==> src/hw/rtl/rasm_pkg.sv <==
`default_nettype none

package rasm_pkg;

    localparam int WINDOW_DEPTH = 16;

    localparam int TEMP_W    = 12;
    localparam int CNT_OUT_W = 5;
    localparam int SLOT_W    = (WINDOW_DEPTH > 1) ? $clog2(WINDOW_DEPTH) : 1;
    localparam int FILL_W    = $clog2(WINDOW_DEPTH + 1);
    // |sum| <= 2048 * depth, plus a sign bit
    localparam int SUM_W     = TEMP_W + 1 + $clog2(WINDOW_DEPTH);
    localparam int MAG_W     = SUM_W - 1;
    localparam int ITER_W    = $clog2(MAG_W + 1);

    localparam int QUEUE_DEPTH = 2;
    localparam int QPTR_W      = $clog2(QUEUE_DEPTH);
    localparam int QLVL_W      = $clog2(QUEUE_DEPTH + 1);

    localparam int CFG_IDX_W = 2;
    localparam logic [CFG_IDX_W-1:0] CFG_WARM_LIMIT = 2'd0;
    localparam logic [CFG_IDX_W-1:0] CFG_VALID_MIN  = 2'd1;
    localparam logic [CFG_IDX_W-1:0] CFG_VALID_MAX  = 2'd2;

    localparam logic signed [TEMP_W-1:0] WARM_LIMIT_RESET = 12'sd80;
    localparam logic signed [TEMP_W-1:0] VALID_MIN_RESET  = -12'sd880;
    localparam logic signed [TEMP_W-1:0] VALID_MAX_RESET  = 12'sd2000;

    typedef enum logic [1:0] {
        STAT_NORMAL = 2'd0,
        STAT_WARM   = 2'd1,
        STAT_DOOR   = 2'd2,
        STAT_FAULT  = 2'd3
    } t_status;

    // one classified request between front and back
    typedef struct packed {
        logic signed [TEMP_W-1:0] temperature;
        logic                     door_is_open;
        logic                     sensor_error;
    } t_item;

    typedef struct packed {
        logic [FILL_W-1:0] filled;
        logic              pop;
    } t_back_mon;

endpackage

`default_nettype wire

==> src/hw/rtl/rasm_front.sv <==
`default_nettype none

module rasm_front (
    input  wire logic                                 i_in_valid,
    input  wire logic signed [rasm_pkg::TEMP_W-1:0]   i_temperature,
    input  wire logic                                 i_door_is_open,
    input  wire logic signed [rasm_pkg::TEMP_W-1:0]   i_valid_min,
    input  wire logic signed [rasm_pkg::TEMP_W-1:0]   i_valid_max,
    input  wire logic                                 i_q_full,
    output logic                                      o_in_stall,
    output logic                                      o_push,
    output rasm_pkg::t_item                           o_push_item
);

    logic out_of_range;

    // an inverted range flags every sample
    assign out_of_range = (i_temperature < i_valid_min) || (i_temperature > i_valid_max);

    assign o_in_stall = i_q_full;
    assign o_push     = i_in_valid && !i_q_full;

    always_comb begin
        o_push_item.temperature  = i_temperature;
        o_push_item.door_is_open = i_door_is_open;
        o_push_item.sensor_error = out_of_range;
    end

endmodule

`default_nettype wire

==> src/hw/rtl/rasm_queue.sv <==
`default_nettype none

module rasm_queue (
    input  wire logic                            i_clk,
    input  wire logic                            i_rst_n,
    input  wire logic                            i_push,
    input  wire rasm_pkg::t_item                 i_push_item,
    input  wire logic                            i_pop,
    output rasm_pkg::t_item                      o_pop_item,
    output logic                                 o_full,
    output logic                                 o_nonempty,
    output logic [rasm_pkg::QLVL_W-1:0]          o_level
);

    rasm_pkg::t_item                 r_entry [rasm_pkg::QUEUE_DEPTH];
    logic [rasm_pkg::QPTR_W-1:0]     r_wr_ptr;
    logic [rasm_pkg::QPTR_W-1:0]     r_rd_ptr;
    logic [rasm_pkg::QLVL_W-1:0]     r_level;
    logic [rasm_pkg::QPTR_W-1:0]     n_wr_ptr;
    logic [rasm_pkg::QPTR_W-1:0]     n_rd_ptr;
    logic [rasm_pkg::QLVL_W-1:0]     n_level;

    localparam logic [rasm_pkg::QPTR_W-1:0] LAST_PTR = rasm_pkg::QPTR_W'(rasm_pkg::QUEUE_DEPTH - 1);

    assign o_full     = (r_level == rasm_pkg::QLVL_W'(rasm_pkg::QUEUE_DEPTH));
    assign o_nonempty = (r_level != '0);
    assign o_level    = r_level;
    assign o_pop_item = r_entry[r_rd_ptr];

    always_comb begin
        n_wr_ptr = r_wr_ptr;
        n_rd_ptr = r_rd_ptr;
        n_level  = r_level;
        if (i_push) begin
            n_wr_ptr = (r_wr_ptr == LAST_PTR) ? '0 : r_wr_ptr + 1'b1;
        end
        if (i_pop) begin
            n_rd_ptr = (r_rd_ptr == LAST_PTR) ? '0 : r_rd_ptr + 1'b1;
        end
        if (i_push && !i_pop) begin
            n_level = r_level + 1'b1;
        end else if (i_pop && !i_push) begin
            n_level = r_level - 1'b1;
        end
    end

    always_ff @(posedge i_clk) begin
        if (!i_rst_n) begin
            r_wr_ptr <= '0;
            r_rd_ptr <= '0;
            r_level  <= '0;
        end else begin
            r_wr_ptr <= n_wr_ptr;
            r_rd_ptr <= n_rd_ptr;
            r_level  <= n_level;
        end
    end

    always_ff @(posedge i_clk) begin
        if (i_push) begin
            r_entry[r_wr_ptr] <= i_push_item;
        end
    end

endmodule

`default_nettype wire

==> src/hw/rtl/rasm_back.sv <==
`default_nettype none

module rasm_back (
    input  wire logic                                 i_clk,
    input  wire logic                                 i_rst_n,
    input  wire logic                                 i_q_nonempty,
    input  wire rasm_pkg::t_item                      i_q_item,
    output logic                                      o_q_pop,
    input  wire logic signed [rasm_pkg::TEMP_W-1:0]   i_warm_limit,
    input  wire logic                                 i_out_stall,
    output logic                                      o_out_valid,
    output logic signed [rasm_pkg::TEMP_W-1:0]        o_average,
    output logic [1:0]                                o_status,
    output logic [rasm_pkg::CNT_OUT_W-1:0]            o_sample_count,
    output rasm_pkg::t_back_mon                       o_mon
);

    typedef enum logic [3:0] {
        ST_IDLE = 4'b0001,
        ST_SUM  = 4'b0010,
        ST_DIV  = 4'b0100,
        ST_FIN  = 4'b1000
    } t_state;

    t_state                                   r_state, n_state;
    logic [rasm_pkg::SLOT_W-1:0]              r_slot, n_slot;
    logic [rasm_pkg::FILL_W-1:0]              r_filled, n_filled;
    logic signed [rasm_pkg::SUM_W-1:0]        r_sum, n_sum;
    logic                                     r_out_valid, n_out_valid;
    logic [rasm_pkg::ITER_W-1:0]              r_iter, n_iter;
    logic [rasm_pkg::MAG_W-1:0]               r_quo, n_quo;
    logic [rasm_pkg::FILL_W-1:0]              r_rem, n_rem;
    logic                                     r_neg, n_neg;
    rasm_pkg::t_item                          r_item;
    logic signed [rasm_pkg::TEMP_W-1:0]       r_old;
    logic signed [rasm_pkg::TEMP_W-1:0]       r_average;
    rasm_pkg::t_status                        r_status;
    logic [rasm_pkg::CNT_OUT_W-1:0]           r_count;

    logic signed [rasm_pkg::TEMP_W-1:0]       r_ring [rasm_pkg::WINDOW_DEPTH];

    logic                                     pop;
    logic                                     ring_write;
    logic                                     full;
    logic                                     load_out;
    logic signed [rasm_pkg::SUM_W-1:0]        sum_drop;
    logic signed [rasm_pkg::SUM_W-1:0]        sum_new;
    logic [rasm_pkg::FILL_W:0]                trial;
    logic                                     trial_ge;
    logic signed [rasm_pkg::TEMP_W-1:0]       avg;
    rasm_pkg::t_status                        status;

    localparam logic [rasm_pkg::SLOT_W-1:0] LAST_SLOT =
        rasm_pkg::SLOT_W'(rasm_pkg::WINDOW_DEPTH - 1);
    localparam logic [rasm_pkg::FILL_W-1:0] FULL_COUNT =
        rasm_pkg::FILL_W'(rasm_pkg::WINDOW_DEPTH);
    localparam logic [rasm_pkg::ITER_W-1:0] ITER_START =
        rasm_pkg::ITER_W'(rasm_pkg::MAG_W);

    assign full = (r_filled == FULL_COUNT);

    // once the window is full the overwritten sample leaves the sum
    assign sum_drop = full ? rasm_pkg::SUM_W'(r_old) : '0;
    assign sum_new  = r_sum - sum_drop + rasm_pkg::SUM_W'(r_item.temperature);

    // restoring divide, one quotient bit a cycle
    assign trial    = {r_rem, r_quo[rasm_pkg::MAG_W-1]};
    assign trial_ge = (trial >= {1'b0, r_filled});

    assign avg = r_neg ? -r_quo[rasm_pkg::TEMP_W-1:0] : r_quo[rasm_pkg::TEMP_W-1:0];

    always_comb begin
        if (r_item.sensor_error) begin
            status = rasm_pkg::STAT_FAULT;
        end else if (r_item.door_is_open) begin
            status = rasm_pkg::STAT_DOOR;
        end else if (avg > i_warm_limit) begin
            status = rasm_pkg::STAT_WARM;
        end else begin
            status = rasm_pkg::STAT_NORMAL;
        end
    end

    always_comb begin
        n_state     = r_state;
        n_slot      = r_slot;
        n_filled    = r_filled;
        n_sum       = r_sum;
        n_iter      = r_iter;
        n_quo       = r_quo;
        n_rem       = r_rem;
        n_neg       = r_neg;
        n_out_valid = r_out_valid && i_out_stall;
        pop         = 1'b0;
        ring_write  = 1'b0;
        load_out    = 1'b0;
        case (r_state)
            ST_IDLE: begin
                if (i_q_nonempty) begin
                    pop     = 1'b1;
                    n_state = ST_SUM;
                end
            end
            ST_SUM: begin
                ring_write = 1'b1;
                n_sum      = sum_new;
                n_filled   = full ? r_filled : r_filled + 1'b1;
                n_slot     = (r_slot == LAST_SLOT) ? '0 : r_slot + 1'b1;
                n_neg      = sum_new[rasm_pkg::SUM_W-1];
                n_quo      = sum_new[rasm_pkg::SUM_W-1] ?
                             rasm_pkg::MAG_W'(-sum_new) : rasm_pkg::MAG_W'(sum_new);
                n_rem      = '0;
                n_iter     = ITER_START;
                n_state    = ST_DIV;
            end
            ST_DIV: begin
                n_rem  = trial_ge ? rasm_pkg::FILL_W'(trial - {1'b0, r_filled})
                                  : rasm_pkg::FILL_W'(trial);
                n_quo  = {r_quo[rasm_pkg::MAG_W-2:0], trial_ge};
                n_iter = r_iter - 1'b1;
                if (r_iter == rasm_pkg::ITER_W'(1)) begin
                    n_state = ST_FIN;
                end
            end
            ST_FIN: begin
                if (!r_out_valid || !i_out_stall) begin
                    load_out    = 1'b1;
                    n_out_valid = 1'b1;
                    n_state     = ST_IDLE;
                end
            end
            default: begin
                n_state = ST_IDLE;
            end
        endcase
    end

    always_ff @(posedge i_clk) begin
        if (!i_rst_n) begin
            r_state     <= ST_IDLE;
            r_slot      <= '0;
            r_filled    <= '0;
            r_sum       <= '0;
            r_out_valid <= 1'b0;
        end else begin
            r_state     <= n_state;
            r_slot      <= n_slot;
            r_filled    <= n_filled;
            r_sum       <= n_sum;
            r_out_valid <= n_out_valid;
        end
    end

    always_ff @(posedge i_clk) begin
        r_iter <= n_iter;
        r_quo  <= n_quo;
        r_rem  <= n_rem;
        r_neg  <= n_neg;
        if (pop) begin
            r_item <= i_q_item;
        end
        if (load_out) begin
            r_average <= avg;
            r_status  <= status;
            r_count   <= rasm_pkg::CNT_OUT_W'(r_filled);
        end
    end

    // ring: registered read of the slot about to be overwritten
    always_ff @(posedge i_clk) begin
        if (pop) begin
            r_old <= r_ring[r_slot];
        end
        if (ring_write) begin
            r_ring[r_slot] <= r_item.temperature;
        end
    end

    assign o_q_pop        = pop;
    assign o_out_valid    = r_out_valid;
    assign o_average      = r_average;
    assign o_status       = r_status;
    assign o_sample_count = r_count;

    always_comb begin
        o_mon.filled = r_filled;
        o_mon.pop    = pop;
    end

endmodule

`default_nettype wire

==> src/hw/rtl/rolling_average_status_monitor_top.sv <==
`default_nettype none

// channel   valid        stall        payload
// -------   ----------   ----------   ---------------------------------------
// in        i_in_valid   o_in_stall   i_temperature, i_door_is_open
// out       o_out_valid  i_out_stall  o_average, o_status, o_sample_count
// cfg       i_cfg_we     -            i_cfg_index, i_cfg_data
//
// each request passes through the back end in order: a pop and ring read,
// a sum update, the serial divider (one step per quotient bit of the
// sum magnitude), a load of the output register. the next request is popped after that.
// synchronous active-low reset clears control, the fill count, the sum and the queue, and loads the config defaults.
// a two-entry queue lets the front take requests while the back divides;
// a stalled result holds the back end in its last step.

module rolling_average_status_monitor_top (
    input  wire logic                                      i_clk,
    input  wire logic                                      i_rst_n,
    input  wire logic                                      i_in_valid,
    output logic                                           o_in_stall,
    input  wire logic signed [rasm_pkg::TEMP_W-1:0]        i_temperature,
    input  wire logic                                      i_door_is_open,
    output logic                                           o_out_valid,
    input  wire logic                                      i_out_stall,
    output logic signed [rasm_pkg::TEMP_W-1:0]             o_average,
    output logic [1:0]                                     o_status,
    output logic [rasm_pkg::CNT_OUT_W-1:0]                 o_sample_count,
    input  wire logic                                      i_cfg_we,
    input  wire logic [rasm_pkg::CFG_IDX_W-1:0]            i_cfg_index,
    input  wire logic [rasm_pkg::TEMP_W-1:0]               i_cfg_data
);

    logic signed [rasm_pkg::TEMP_W-1:0] r_warm_limit;
    logic signed [rasm_pkg::TEMP_W-1:0] r_valid_min;
    logic signed [rasm_pkg::TEMP_W-1:0] r_valid_max;

    logic                               push;
    rasm_pkg::t_item                    push_item;
    rasm_pkg::t_item                    pop_item;
    logic                               q_full;
    logic                               q_nonempty;
    logic [rasm_pkg::QLVL_W-1:0]        q_level;
    logic                               q_pop;
    rasm_pkg::t_back_mon                back_mon;

    always_ff @(posedge i_clk) begin
        if (!i_rst_n) begin
            r_warm_limit <= rasm_pkg::WARM_LIMIT_RESET;
            r_valid_min  <= rasm_pkg::VALID_MIN_RESET;
            r_valid_max  <= rasm_pkg::VALID_MAX_RESET;
        end else if (i_cfg_we) begin
            case (i_cfg_index)
                rasm_pkg::CFG_WARM_LIMIT: r_warm_limit <= i_cfg_data;
                rasm_pkg::CFG_VALID_MIN:  r_valid_min  <= i_cfg_data;
                rasm_pkg::CFG_VALID_MAX:  r_valid_max  <= i_cfg_data;
                default: begin
                end
            endcase
        end
    end

    rasm_front u_front (
        .i_in_valid     (i_in_valid),
        .i_temperature  (i_temperature),
        .i_door_is_open (i_door_is_open),
        .i_valid_min    (r_valid_min),
        .i_valid_max    (r_valid_max),
        .i_q_full       (q_full),
        .o_in_stall     (o_in_stall),
        .o_push         (push),
        .o_push_item    (push_item)
    );

    rasm_queue u_queue (
        .i_clk       (i_clk),
        .i_rst_n     (i_rst_n),
        .i_push      (push),
        .i_push_item (push_item),
        .i_pop       (q_pop),
        .o_pop_item  (pop_item),
        .o_full      (q_full),
        .o_nonempty  (q_nonempty),
        .o_level     (q_level)
    );

    rasm_back u_back (
        .i_clk          (i_clk),
        .i_rst_n        (i_rst_n),
        .i_q_nonempty   (q_nonempty),
        .i_q_item       (pop_item),
        .o_q_pop        (q_pop),
        .i_warm_limit   (r_warm_limit),
        .i_out_stall    (i_out_stall),
        .o_out_valid    (o_out_valid),
        .o_average      (o_average),
        .o_status       (o_status),
        .o_sample_count (o_sample_count),
        .o_mon          (back_mon)
    );

    a_pop_nonempty: assert property (@(posedge i_clk) disable iff (!i_rst_n)
        back_mon.pop |-> (q_level != '0))
        else $error("back popped an empty queue");

    a_level_bound: assert property (@(posedge i_clk) disable iff (!i_rst_n)
        q_level <= rasm_pkg::QLVL_W'(rasm_pkg::QUEUE_DEPTH))
        else $error("queue level above depth");

    a_fill_bound: assert property (@(posedge i_clk) disable iff (!i_rst_n)
        back_mon.filled <= rasm_pkg::FILL_W'(rasm_pkg::WINDOW_DEPTH))
        else $error("window fill count above depth");

    a_result_has_samples: assert property (@(posedge i_clk) disable iff (!i_rst_n)
        o_out_valid |-> (back_mon.filled != '0))
        else $error("result shown with an empty window");

endmodule

`default_nettype wire
==> config.mk <==
export PLATFORM = sky130hd
export DESIGN_NAME = rolling_average_status_monitor_top
export DESIGN_NICKNAME = d
export VERILOG_FILES = /design/src/hw/rtl/rasm_pkg.sv /design/src/hw/rtl/rasm_front.sv /design/src/hw/rtl/rasm_queue.sv /design/src/hw/rtl/rasm_back.sv /design/src/hw/rtl/rolling_average_status_monitor_top.sv
export SDC_FILE = /design/constraint.sdc
export NUM_CORES = 1
export LEC_CHECK = 0
export BUFFER_PORTS_ARGS = -buffer_cell sky130_fd_sc_hd__buf_2
export CAP_MARGIN = 30
export CORE_ASPECT_RATIO = 1.4
export CORE_MARGIN = 4
export CORE_UTILIZATION = 55
export DETAILED_ROUTE_END_ITERATION = 6
export GPL_TIMING_DRIVEN = 0
export PLACE_DENSITY_LB_ADDON = 0.12
export SYNTH_ARGS = -nofsm -noshare
export SYNTH_HDL_FRONTEND = slang
export SYNTH_SLANG_ARGS = --single-unit
==> constraint.sdc <==
create_clock -name i_clk -period 6.25 [get_ports i_clk]
set_clock_uncertainty 0.05 [all_clocks]
set_input_delay 0.625 -clock i_clk [delete_from_list [all_inputs] [get_ports i_clk]]
set_output_delay 0.625 -clock i_clk [all_outputs]
set_load 0.005 [all_outputs]
==> run summary, run 1 <==
IO Pins: 53
Mux contribution to synthesized area: 9.363%
Commonest non-fill, non-tap cell in the layout: edfxtp_1
Status: completed
Via count: 10.00k
WP data arrival: 5.32 ns
Final Worst Setup Slack: 1.130 ns
Unrepaired setup endpoints after global routing: no
Minimum setup slack after placement: 1.077 ns
Global Route met1 Usage: 26.59%
Footprint of the multi-input gates: 0.005769 sq mm
Synth Area in Simple Gates: 8.449%
Max VDD drop: 0.3095 mV
HPWL after DPL: 26.97 mm
Xor/xnor share of the synthesized area: 2.751%
Crit path buf inv count: 3
Adder-cell share of the synthesized area: 7.270%
Clock power share: 25.2%
Clk sink count: 363
Worst-path fanout max: 10
Pre-Repair DR Iteration Count: 5
Sequential cell area fraction in the yosys report: 61.54%
Met2 Use GR: 43.26%
Synth top area cells: edfxtp_1 (53%), dfxtp_1 (8.6%), mux4_2 (8.2%)
H-tree levels: 2
I/O Buffers: 51
Share of the synthesized area in the top cell type: 52.96%
Total Routing Usage GR: 23.34%
Busiest layer in global routing: met2
Vias in the first global route: 10.29k
Area delta synth->final: 13.25%
Final Slew Violations: 0
CTS resizes: 0
Crit end category: flop
Slowest CP cell: nor3_1
Die span in x: 154.6 um
Largest family of logic cells by synthesized area: multiplexers
Cell variety after synth: 69
Worst hold path class: in2reg
Pwr dens: 454.9 mW/mm^2
Final min period: 5.120 ns
Clk slew on worst S/H paths: 0.07 ns
Synth Flop Type: edfxtp_1
Most frequent cells in the layout: edfxtp_1 (292), nand2_1 (115), inv_1 (114), nor2_1 (78), a21oi_1 (74)
Rows: 74
WP depth: 18
Startpoint types: flop
CTS Root Cell: clkbuf_16
Finish-stage setup viols: 0
Hold wc startpoint: i_door_is_open
Area leader, netlist: edfxtp_1
Tot Pwr: 0.008530 W
Antenna-violating nets left: 0
Pin count of the biggest net entering global routing: 23
Slew at the pin closest to its max-slew limit: 1.013 ns
Worst R2R Start: u_back.r_filled[1]$_SDFFE_PN0P_
TritonCTS clock tree: built
Layout Cells excl Fill: 1736
P_int: 0.005617 W
Max Cap Viol: 0
Pleak: 6.638 nW
Seq pwr share: 40.2%
GRT Residual Overflow: 0
Antenna cells: 0
Post-CTS Setup Bufs: 0
Post-synth EDFFs: 292
DRC violation total after the first TritonRoute iteration: 738
Cts hold-fix bufs: 0
Compound-cell area share of the yosys netlist: 6.831%
Num CTS Buffers: 36
Clk_lat worst skew: 0.54 ns
Syn. warnings: 0
Dpl cell area: 0.01754 sq mm
Max-slew headroom: 32.44%
Design area: 0.01875 sq mm
Fill cells: 2231
Grt met3 use: 3.609%
Reg2reg path depth: 18
Hold Fails Final Rpt: 0
Residual DRC count: 0
Fmax: 195.3 MHz
Routed WL: 37.52 mm
Biggest cell delay along the critical path: 0.44 ns
Die height: 213.3 um
CP Cell Sequence: inv_1, ha_1, nand2_1, nor3_1, clkbuf_1, and2_1, fa_1, inv_1, ha_1, a2111oi_0, a21oi_1, nand2_1, xor2_1, nor4b_2, nand3_1, o31ai_1, xor2_1, a21oi_1
Critical path class: reg2reg
Clock tree buffer depth: 3
Wire per inst: 21.61 um
Initial antenna violation count: 0
GPL Wtd Cong: 0.8561
Layout cell share with drive strength beyond 1: 16.67%
Post-Syn Area: 0.01656 sq mm
Fin crit share: 81.91%
Final #Nets: 1448
Die area: 0.03298 sq mm
WP data required: 6.45 ns
DP Cell Count: 1670
Synthesized Nets: 1338
Core footprint: 0.02944 sq mm
Worst Hold Depth: 1
Via/cell ratio: 5.762
Sw frac: 34.15%
Register bit total from synthesis: 363
Mapped Avg Cell Area: 13.57 sq um
Register Area: 0.01019 sq mm
Crit path max-delay family: simple AND/OR/NAND/NOR gates
First-pass GRT wire length: 57.86 mm
Initial Util: 56.23%
Net Sw Power: 0.002913 W
Setup total negative slack: 0 ns
Post-synth ARST share: 0%
Cells after Synth: 1220
Gate power share: 34.6%
Worst setup path start: u_back.r_filled[1]$_SDFFE_PN0P_
==> power groups by stage <==
stage | clock (W) | combinational [W] | sequential (W)
after floorplan | 0 | 0.00229 | 0.00332
after global placement | 0 | 0.00283 | 0.00347
after detailed placement | 0 | 0.00292 | 0.00348
after CTS | 0.00220 | 0.00294 | 0.00343
after global routing | 0.00230 | 0.00330 | 0.00346
final | 0.00215 | 0.00295 | 0.00343
==> through the flow <==
step / hold slack (ns) / util (%)
2_1_floorplan: 0.3764 / -
3_3_place_gp: 0.3813 / 58.72
3_5_place_dp: 0.3849 / 59.57
4_1_cts: 0.2486 / 63.59
5_1_grt: 0.2507 / 63.69
6_report: 0.2713 / 63.69
==> cells by family (layout without fill, tap and decap cells) <==
kind of cell	Yosys count	in the layout
compound gates	178	178
xor+xnor	52	52
fa+ha+maj	86	86
buf+inv	163	299
flops	363	363
mux	78	78
simple gates	300	300
==> layout make-up <==
class | instances | area share [%]
sequential | 363 | 54.34
multi-input combinational | 694 | 30.77
clock buffer | 41 | 5.131
timing repair buffer | 72 | 2.709
tap | 380 | 2.536
inverter | 117 | 2.369
clock inverter | 23 | 1.168
buffer | 46 | 0.9808
==> path summary, 6_finish.rpt <==
check / to / slack [ns]
worst max-delay path: u_back.r_quo[14]$_DFFE_PP_ / 1.13
worst min-delay path: u_queue.r_entry[1][1]$_DFFE_PP_ / 0.27
worst max register to register: u_back.r_quo[14]$_DFFE_PP_ / 1.13
worst min register to register: u_back.o_average[0]$_DFFE_PP_ / 0.40
==> cell usage after synthesis, drive strengths merged, types with 5 or more instances <==
master / n
a21oi: 75
clkbuf: 35
o41ai: 5
edfxtp: 292
o31ai: 5
and2: 14
nor2: 78
xnor2: 31
o21ai: 28
nand2: 115
nand3: 17
a211oi: 9
inv: 115
mux4: 60
fa: 17
ha: 69
or2: 5
buf: 11
xor2: 21
nor2b: 6
nor3: 14
mux2: 15
or3: 6
nand4: 11
dfxtp: 71
a21o: 11
nand2b: 11
o211ai: 14
==> layer usage <==
layer	vias up	share of wire [%]
met4	0	4.7
met1	4944	37
met3	104	4.5
met5	-	0
li1	4685	-
met2	269	54
==> registers in the layout, indices dropped and copies added (netlist names), 2 cells and up <==
signal / count
u_back.r_ring: 192
u_queue.r_entry: 28
u_back.r_sum: 17
u_back.r_quo: 16
u_back.r_item: 14
r_valid_max: 12
r_valid_min: 12
r_warm_limit: 12
u_back.o_average: 12
u_back.r_old: 12
u_back.o_sample_count: 5
u_back.r_filled: 5
u_back.r_iter: 5
u_back.r_rem: 5
u_back.r_slot: 4
u_back.r_state: 4
u_back.o_status: 2
u_queue.o_level: 2
(Power assumes the default switching activity.)
==> run 2: changes to the inputs <==
ABC_AREA = 1   (was not set)
clock period = 5.05 ns   (was 6.25 ns; I/O delays follow)
==> run 2 against run 1 <==
Sequential power grew 30%. First-iteration DRC count shrank 3.9%. Non-clock buffer count grew 13. Global-route usage grew 1.9 points. Final cell count grew 28%. Flip-flop and latch count is the same. Total power grew 39%. Worst hold slack lost 0.16 ns. Largest cell class unchanged. Largest power group is now combinational logic.
==> run summary, run 2 <==
Routed WL: 42.48 mm
Rows: 76
Critical path class: reg2reg
GRT Residual Overflow: 0
Final Slew Violations: 0
Post-synth EDFFs: 292
Share of the synthesized area in the top cell type: 51.26%
Crit path max-delay family: adder cells
Register bit total from synthesis: 363
Mapped Avg Cell Area: 10.03 sq um
Commonest non-fill, non-tap cell in the layout: nand2_1
CTS resizes: 0
Crit path buf inv count: 4
Clk_lat worst skew: 0.54 ns
Synth Flop Type: edfxtp_1
IO Pins: 53
First-pass GRT wire length: 66.58 mm
DP Cell Count: 2166
Fill cells: 2545
Die area: 0.03403 sq mm
Core footprint: 0.03071 sq mm
Final Core Density: 62.31%
Num CTS Buffers: 35
Clk slew on worst S/H paths: 0.06 ns
Synth Area in Simple Gates: 14.73%
Hold slack final: 0.1152 ns
Post-synth top cells: nand2_1 (305), edfxtp_1 (292), inv_1 (227), nor2_1 (175), o21ai_0 (175)
Most frequent cell after synthesis: nand2_1
Area leader, netlist: edfxtp_1
Residual DRC count: 0
Slowest CP cell: fa_1
Via/cell ratio: 5.505
Antenna cells: 0
Vias in the first global route: 12.33k
Synth top area cells: edfxtp_1 (51%), dfxtp_1 (8.3%), nand2_1 (6.7%)
H-tree levels: 2
WP data required: 5.24 ns
Largest register FFs: 192
Largest family of logic cells by synthesized area: simple AND/OR/NAND/NOR gates
Initial antenna violation count: 1
Mux contribution to synthesized area: 0%
Setup total negative slack: 0 ns
Most frequent cells in the layout: nand2_1 (305), edfxtp_1 (292), inv_1 (227), nor2_1 (175), o21ai_0 (175)
Unrepaired setup endpoints after global routing: no
Crit end category: flop
Final min period: 4.297 ns
Hold Fails Final Rpt: 0
Max Cap Viol: 0
Die height: 216.7 um
Wire per inst: 19.05 um
Pwr dens: 618.9 mW/mm^2
Finish-stage setup viols: 0
Most flops, register: u_back.r_ring
Synthesized Nets: 1824
Max-slew headroom: 32.35%
Layout cell share with drive strength beyond 1: 8.913%
Worst-path fanout max: 10
Initial Util: 55.69%
Adder-cell share of the synthesized area: 7.036%
Compound-cell area share of the yosys netlist: 10.78%
GPL Wtd Cong: 0.9922
Fin crit share: 85.09%
Post-synth ARST share: 0%
WP data arrival: 4.48 ns
Pin count of the biggest net entering global routing: 27
Post-CTS Setup Bufs: 0
Total Routing Usage GR: 25.22%
Syn. warnings: 0
Post-Syn Area: 0.01711 sq mm
Antenna-violating nets left: 0
Slew at the pin closest to its max-slew limit: 1.015 ns
Startpoint types: flop
Pleak: 7.775 nW
Fmax: 232.7 MHz
Pre-Repair DR Iteration Count: 7
DRC violation total after the first TritonRoute iteration: 709
Max VDD drop: 0.3452 mV
Area delta synth->final: 11.89%
Xor/xnor share of the synthesized area: 1.280%
Tot Pwr: 0.01184 W
Final #Nets: 1932
Sequential cell area fraction in the yosys report: 59.57%
Worst hold path class: in2reg
Cells after Synth: 1706
Status: completed
Layout Cells excl Fill: 2230
Biggest cell delay along the critical path: 0.52 ns
Via count: 12.28k
TritonCTS clock tree: built
I/O Buffers: 51
Cts hold-fix bufs: 0
CTS Root Cell: clkbuf_16
Most common cell on crit path: nand2_2
CP Cell Sequence: inv_1, ha_1, nand4_1, clkbuf_1, nor2_1, fa_1, fa_1, inv_1, nand3_1, nand2_2, nand2_1, nand2_2, nand3_2, nand2_1, nand2_2, nand2_4, inv_2, o211ai_1, o21ai_0
HPWL after DPL: 31.15 mm
Biggest regs: u_back.r_ring: 192 flops, u_queue.r_entry: 28 flops, u_back.r_sum: 17 flops
Die span in x: 157.1 um
Clock tree buffer depth: 3
Cell variety after synth: 44
Clk sink count: 363
## run 2: changes by cell type after synthesis, moves of 12 or more
cell and delta:
nand2_2 +13, nor2_1 +97, inv_1 +113, and2_1 -12, xnor2_1 -27, mux2_2 -15
nand3_1 +32, o22ai_1 +47, mux4_2 -60, clkbuf_1 +20, o21ai_0 +150, nand2_1 +190
## run 2: cell families (layout without fill, tap and decap cells)
kind of cell    count (synthesis)  after routing
flops                         363            363
fa+ha+maj                      86             86
simple gates                  596            596
xor+xnor                       25             25
buf+inv                       296            430
compound gates                340            340
## run 2: final timing paths
check                           depth (start not counted)                              end                            start  slack (ns)
worst min register to register                          2      r_valid_min[6]$_SDFFE_PN0P_      r_valid_min[6]$_SDFFE_PN0P_        0.41
worst max register to register                         19        u_back.r_quo[1]$_DFFE_PP_  u_back.r_filled[1]$_SDFFE_PN0P_        0.75
worst min-delay path                                    1  u_queue.r_entry[1][1]$_DFFE_PP_                   i_door_is_open        0.12
worst max-delay path                                   19        u_back.r_quo[1]$_DFFE_PP_  u_back.r_filled[1]$_SDFFE_PN0P_        0.75
## run 2: stage by stage
| step | setup WS, ns | area, sq um |
|---|---|---|
| global placement | 0.8413 | 17850 |
| global route | 0.3800 | 19140 |
| detailed placement | 0.7714 | 18050 |
| floorplan | 1.551 | 17110 |
| finish | 0.7530 | 19140 |
| CTS | 0.7242 | 19110 |
## run 2: worst reg2reg max path, stage by stage (launching register included)
cell and delay (ns):
dfxtp_1 0.45, inv_1 0.12, ha_1 0.20, nand4_1 0.24, clkbuf_1 0.43, nor2_1 0.11
fa_1 0.52, fa_1 0.48, inv_1 0.16, nand3_1 0.13, nand2_2 0.12, nand2_1 0.08
nand2_2 0.10, nand3_2 0.08, nand2_1 0.09, nand2_2 0.06, nand2_4 0.16, inv_2 0.10
o211ai_1 0.21, o21ai_0 0.13
## run 2: per-layer routing
layer / share of wire (%) / wire length, um / up-vias / global-route usage (%)
li1: - / - / 5999 / -
met1: 38 / 16180 / 5844 / 29.40
met2: 53 / 22670 / 335 / 46.60
met3: 4.7 / 1978 / 97 / 3.336
met4: 3.9 / 1646 / 2 / 9.785
met5: 0.016 / 7 / - / 0
## run 2: power by group
group / internal (W) / total (W) / switching, W
combinational: 0.00164 / 0.00490 / 0.00326
clock: 0.00137 / 0.00247 / 0.00110
sequential: 0.00402 / 0.00447 / 0.000451
## run 2: layout make-up
| cell class | instances | area, sq um | share of cell area (%) |
|---|---|---|---|
| plain buffers | 60 | 244.0 | 1.275 |
| well taps | 390 | 488.0 | 2.550 |
| multi-input cells | 1047 | 5796 | 30.28 |
| repair buffers | 71 | 479.2 | 2.504 |
| clock inverters | 14 | 107.6 | 0.5622 |
| inverters | 236 | 885.9 | 4.628 |
| clock buffers | 49 | 949.7 | 4.962 |
| flip-flops and latches | 363 | 10190 | 53.24 |
==> run 3: changes to the inputs <==
CORE_UTILIZATION = 54   (was 55)
==> run 3 against run 2 <==
Routed wire length rose by 0.38%. Clock power rose by 7%. Cell area rose by 0.65%. First-iteration DRC count fell by 14%. Sequential share of layout area fell by 0.34 points. Critical path type unchanged.
==> run summary, run 3 (same netlist as run 2, synthesis figures left out) <==
Via count: 12.30k
Hold Fails Final Rpt: 0
Largest register FFs: 192
Unrepaired setup endpoints after global routing: no
Most frequent cells in the layout: nand2_1 (305), edfxtp_1 (292), inv_1 (227), nor2_1 (175), o21ai_0 (175)
Pwr dens: 627.3 mW/mm^2
Rows: 76
WP data arrival: 4.44 ns
Clock tree buffer depth: 3
DRC violation total after the first TritonRoute iteration: 608
Status: completed
First-pass GRT wire length: 66.69 mm
CTS Root Cell: clkbuf_16
I/O Buffers: 51
Finish-stage setup viols: 0
Final min period: 4.220 ns
Via/cell ratio: 5.509
Clk sink count: 363
WP data required: 5.27 ns
Num CTS Buffers: 35
Wire length on met1: 16.37 mm
Wire per inst: 19.10 um
Most flops, register: u_back.r_ring
Residual DRC count: 0
Critical path class: reg2reg
Tot Pwr: 0.01208 W
Clk slew on worst S/H paths: 0.06 ns
Vias in the first global route: 12.25k
Pin count of the biggest net entering global routing: 27
Setup total negative slack: 0 ns
GPL Wtd Cong: 0.9408
Worst hold path class: in2reg
Final #Nets: 1934
Gate power share: 41.2%
CTS resizes: 0
Core footprint: 0.03100 sq mm
Antenna cells: 0
Pre-Repair DR Iteration Count: 7
Die area: 0.03463 sq mm
Layout cell share with drive strength beyond 1: 9.767%
Clk_lat worst skew: 0.55 ns
Startpoint types: flop
Max-slew headroom: 34.03%
Met3 Wirelength: 2.175 mm
P_int: 0.007134 W
Crit end category: flop
Cts hold-fix bufs: 0
Total Routing Usage GR: 25.07%
Max Cap Viol: 0
Final Slew Violations: 0
Fin crit share: 83.56%
Sw frac: 40.96%
Final Core Density: 62.14%
IO Pins: 53
Antenna-violating nets left: 0
Biggest regs: u_back.r_ring: 192 flops, u_queue.r_entry: 28 flops, u_back.r_sum: 17 flops
GRT Residual Overflow: 0
Routed WL: 42.65 mm
Worst-path fanout max: 10
Slew at the pin closest to its max-slew limit: 0.9896 ns
Met2 WL: 22.25 mm
Seq pwr share: 36.9%
H-tree levels: 2
Max VDD drop: 0.3871 mV
Net Sw Power: 0.004949 W
Pleak: 7.833 nW
Fmax: 237.0 MHz
Initial antenna violation count: 1
HPWL after DPL: 31.11 mm
Area delta synth->final: 12.61%
DR top layer: met5
Post-CTS Setup Bufs: 0
Commonest non-fill, non-tap cell in the layout: nand2_1
Die height: 218.6 um
Die span in x: 158.4 um
Initial Util: 55.18%
TritonCTS clock tree: built
Clock power share: 21.9%
[run 3: per-layer routing]
metal	global-route usage (%)	vias up
met1	29.53	5805
li1	-	6015
met4	10.24	2
met5	0	-
met2	45.36	369
met3	3.665	110
[run 3: metrics by stage]
| step | hold WS, ns | setup WS (ns) | instance area [sq um] | cells |
|---|---|---|---|---|
| final | 0.1099 | 0.8300 | 19260 | 2233 |
| after CTS | 0.08410 | 0.7953 | 19240 | 2232 |
| after detailed placement | 0.4016 | 0.8365 | 18070 | 2168 |
| after global routing | 0.09325 | 0.5098 | 19260 | 2233 |
| after floorplan | 0.3803 | 1.551 | 17110 | 1706 |
| after global placement | 0.4004 | 0.8542 | 17850 | 2147 |
[run 3: path summary, 6_finish.rpt]
kind / start / to / slack (ns) / cells past startpoint
hold / removal: i_door_is_open / u_queue.r_entry[1][1]$_DFFE_PP_ / 0.11 / 1
setup / recovery: u_back.r_filled[1]$_SDFFE_PN0P_ / u_back.r_quo[10]$_DFFE_PP_ / 0.83 / 20
hold reg to reg: r_valid_min[5]$_SDFFE_PN0P_ / r_valid_min[5]$_SDFFE_PN0P_ / 0.41 / 2
setup reg to reg: u_back.r_filled[1]$_SDFFE_PN0P_ / u_back.r_quo[10]$_DFFE_PP_ / 0.83 / 20
[run 3: layout make-up]
type | instances | area (sq um)
flip-flops and latches | 363 | 10190
fillers | 2587 | 11740
multi-input cells | 1047 | 5796
well taps | 390 | 488.0
plain buffers | 60 | 244.0
repair buffers | 73 | 493.0
clock buffers | 39 | 900.9
inverters | 236 | 885.9
clock inverters | 25 | 266.5
[run 3: critical path: stages, from the launching register on]
cell and delay (ns):
dfxtp_1 0.43, inv_1 0.11, ha_1 0.20, nand4_1 0.27, clkbuf_1 0.44, nor2_1 0.10, fa_1 0.51, fa_1 0.46
inv_1 0.14, nand3_1 0.12, nand2_2 0.12, nand2_1 0.08, nand2_2 0.10, nand3_2 0.08, nand2_1 0.09, nand2_2 0.06
nand2_4 0.15, buf_6 0.18, nand3_1 0.09, nand3_1 0.09, o21ai_0 0.08
[run 3: power by group through the flow]
stage	clock (W)	sequential [W]	combinational, W
floorplan	0	0.00428	0.00364
global placement	0	0.00452	0.00477
detailed placement	0	0.00454	0.00487
CTS	0.00270	0.00447	0.00491
global route	0.00282	0.00450	0.00565
finish	0.00265	0.00446	0.00497
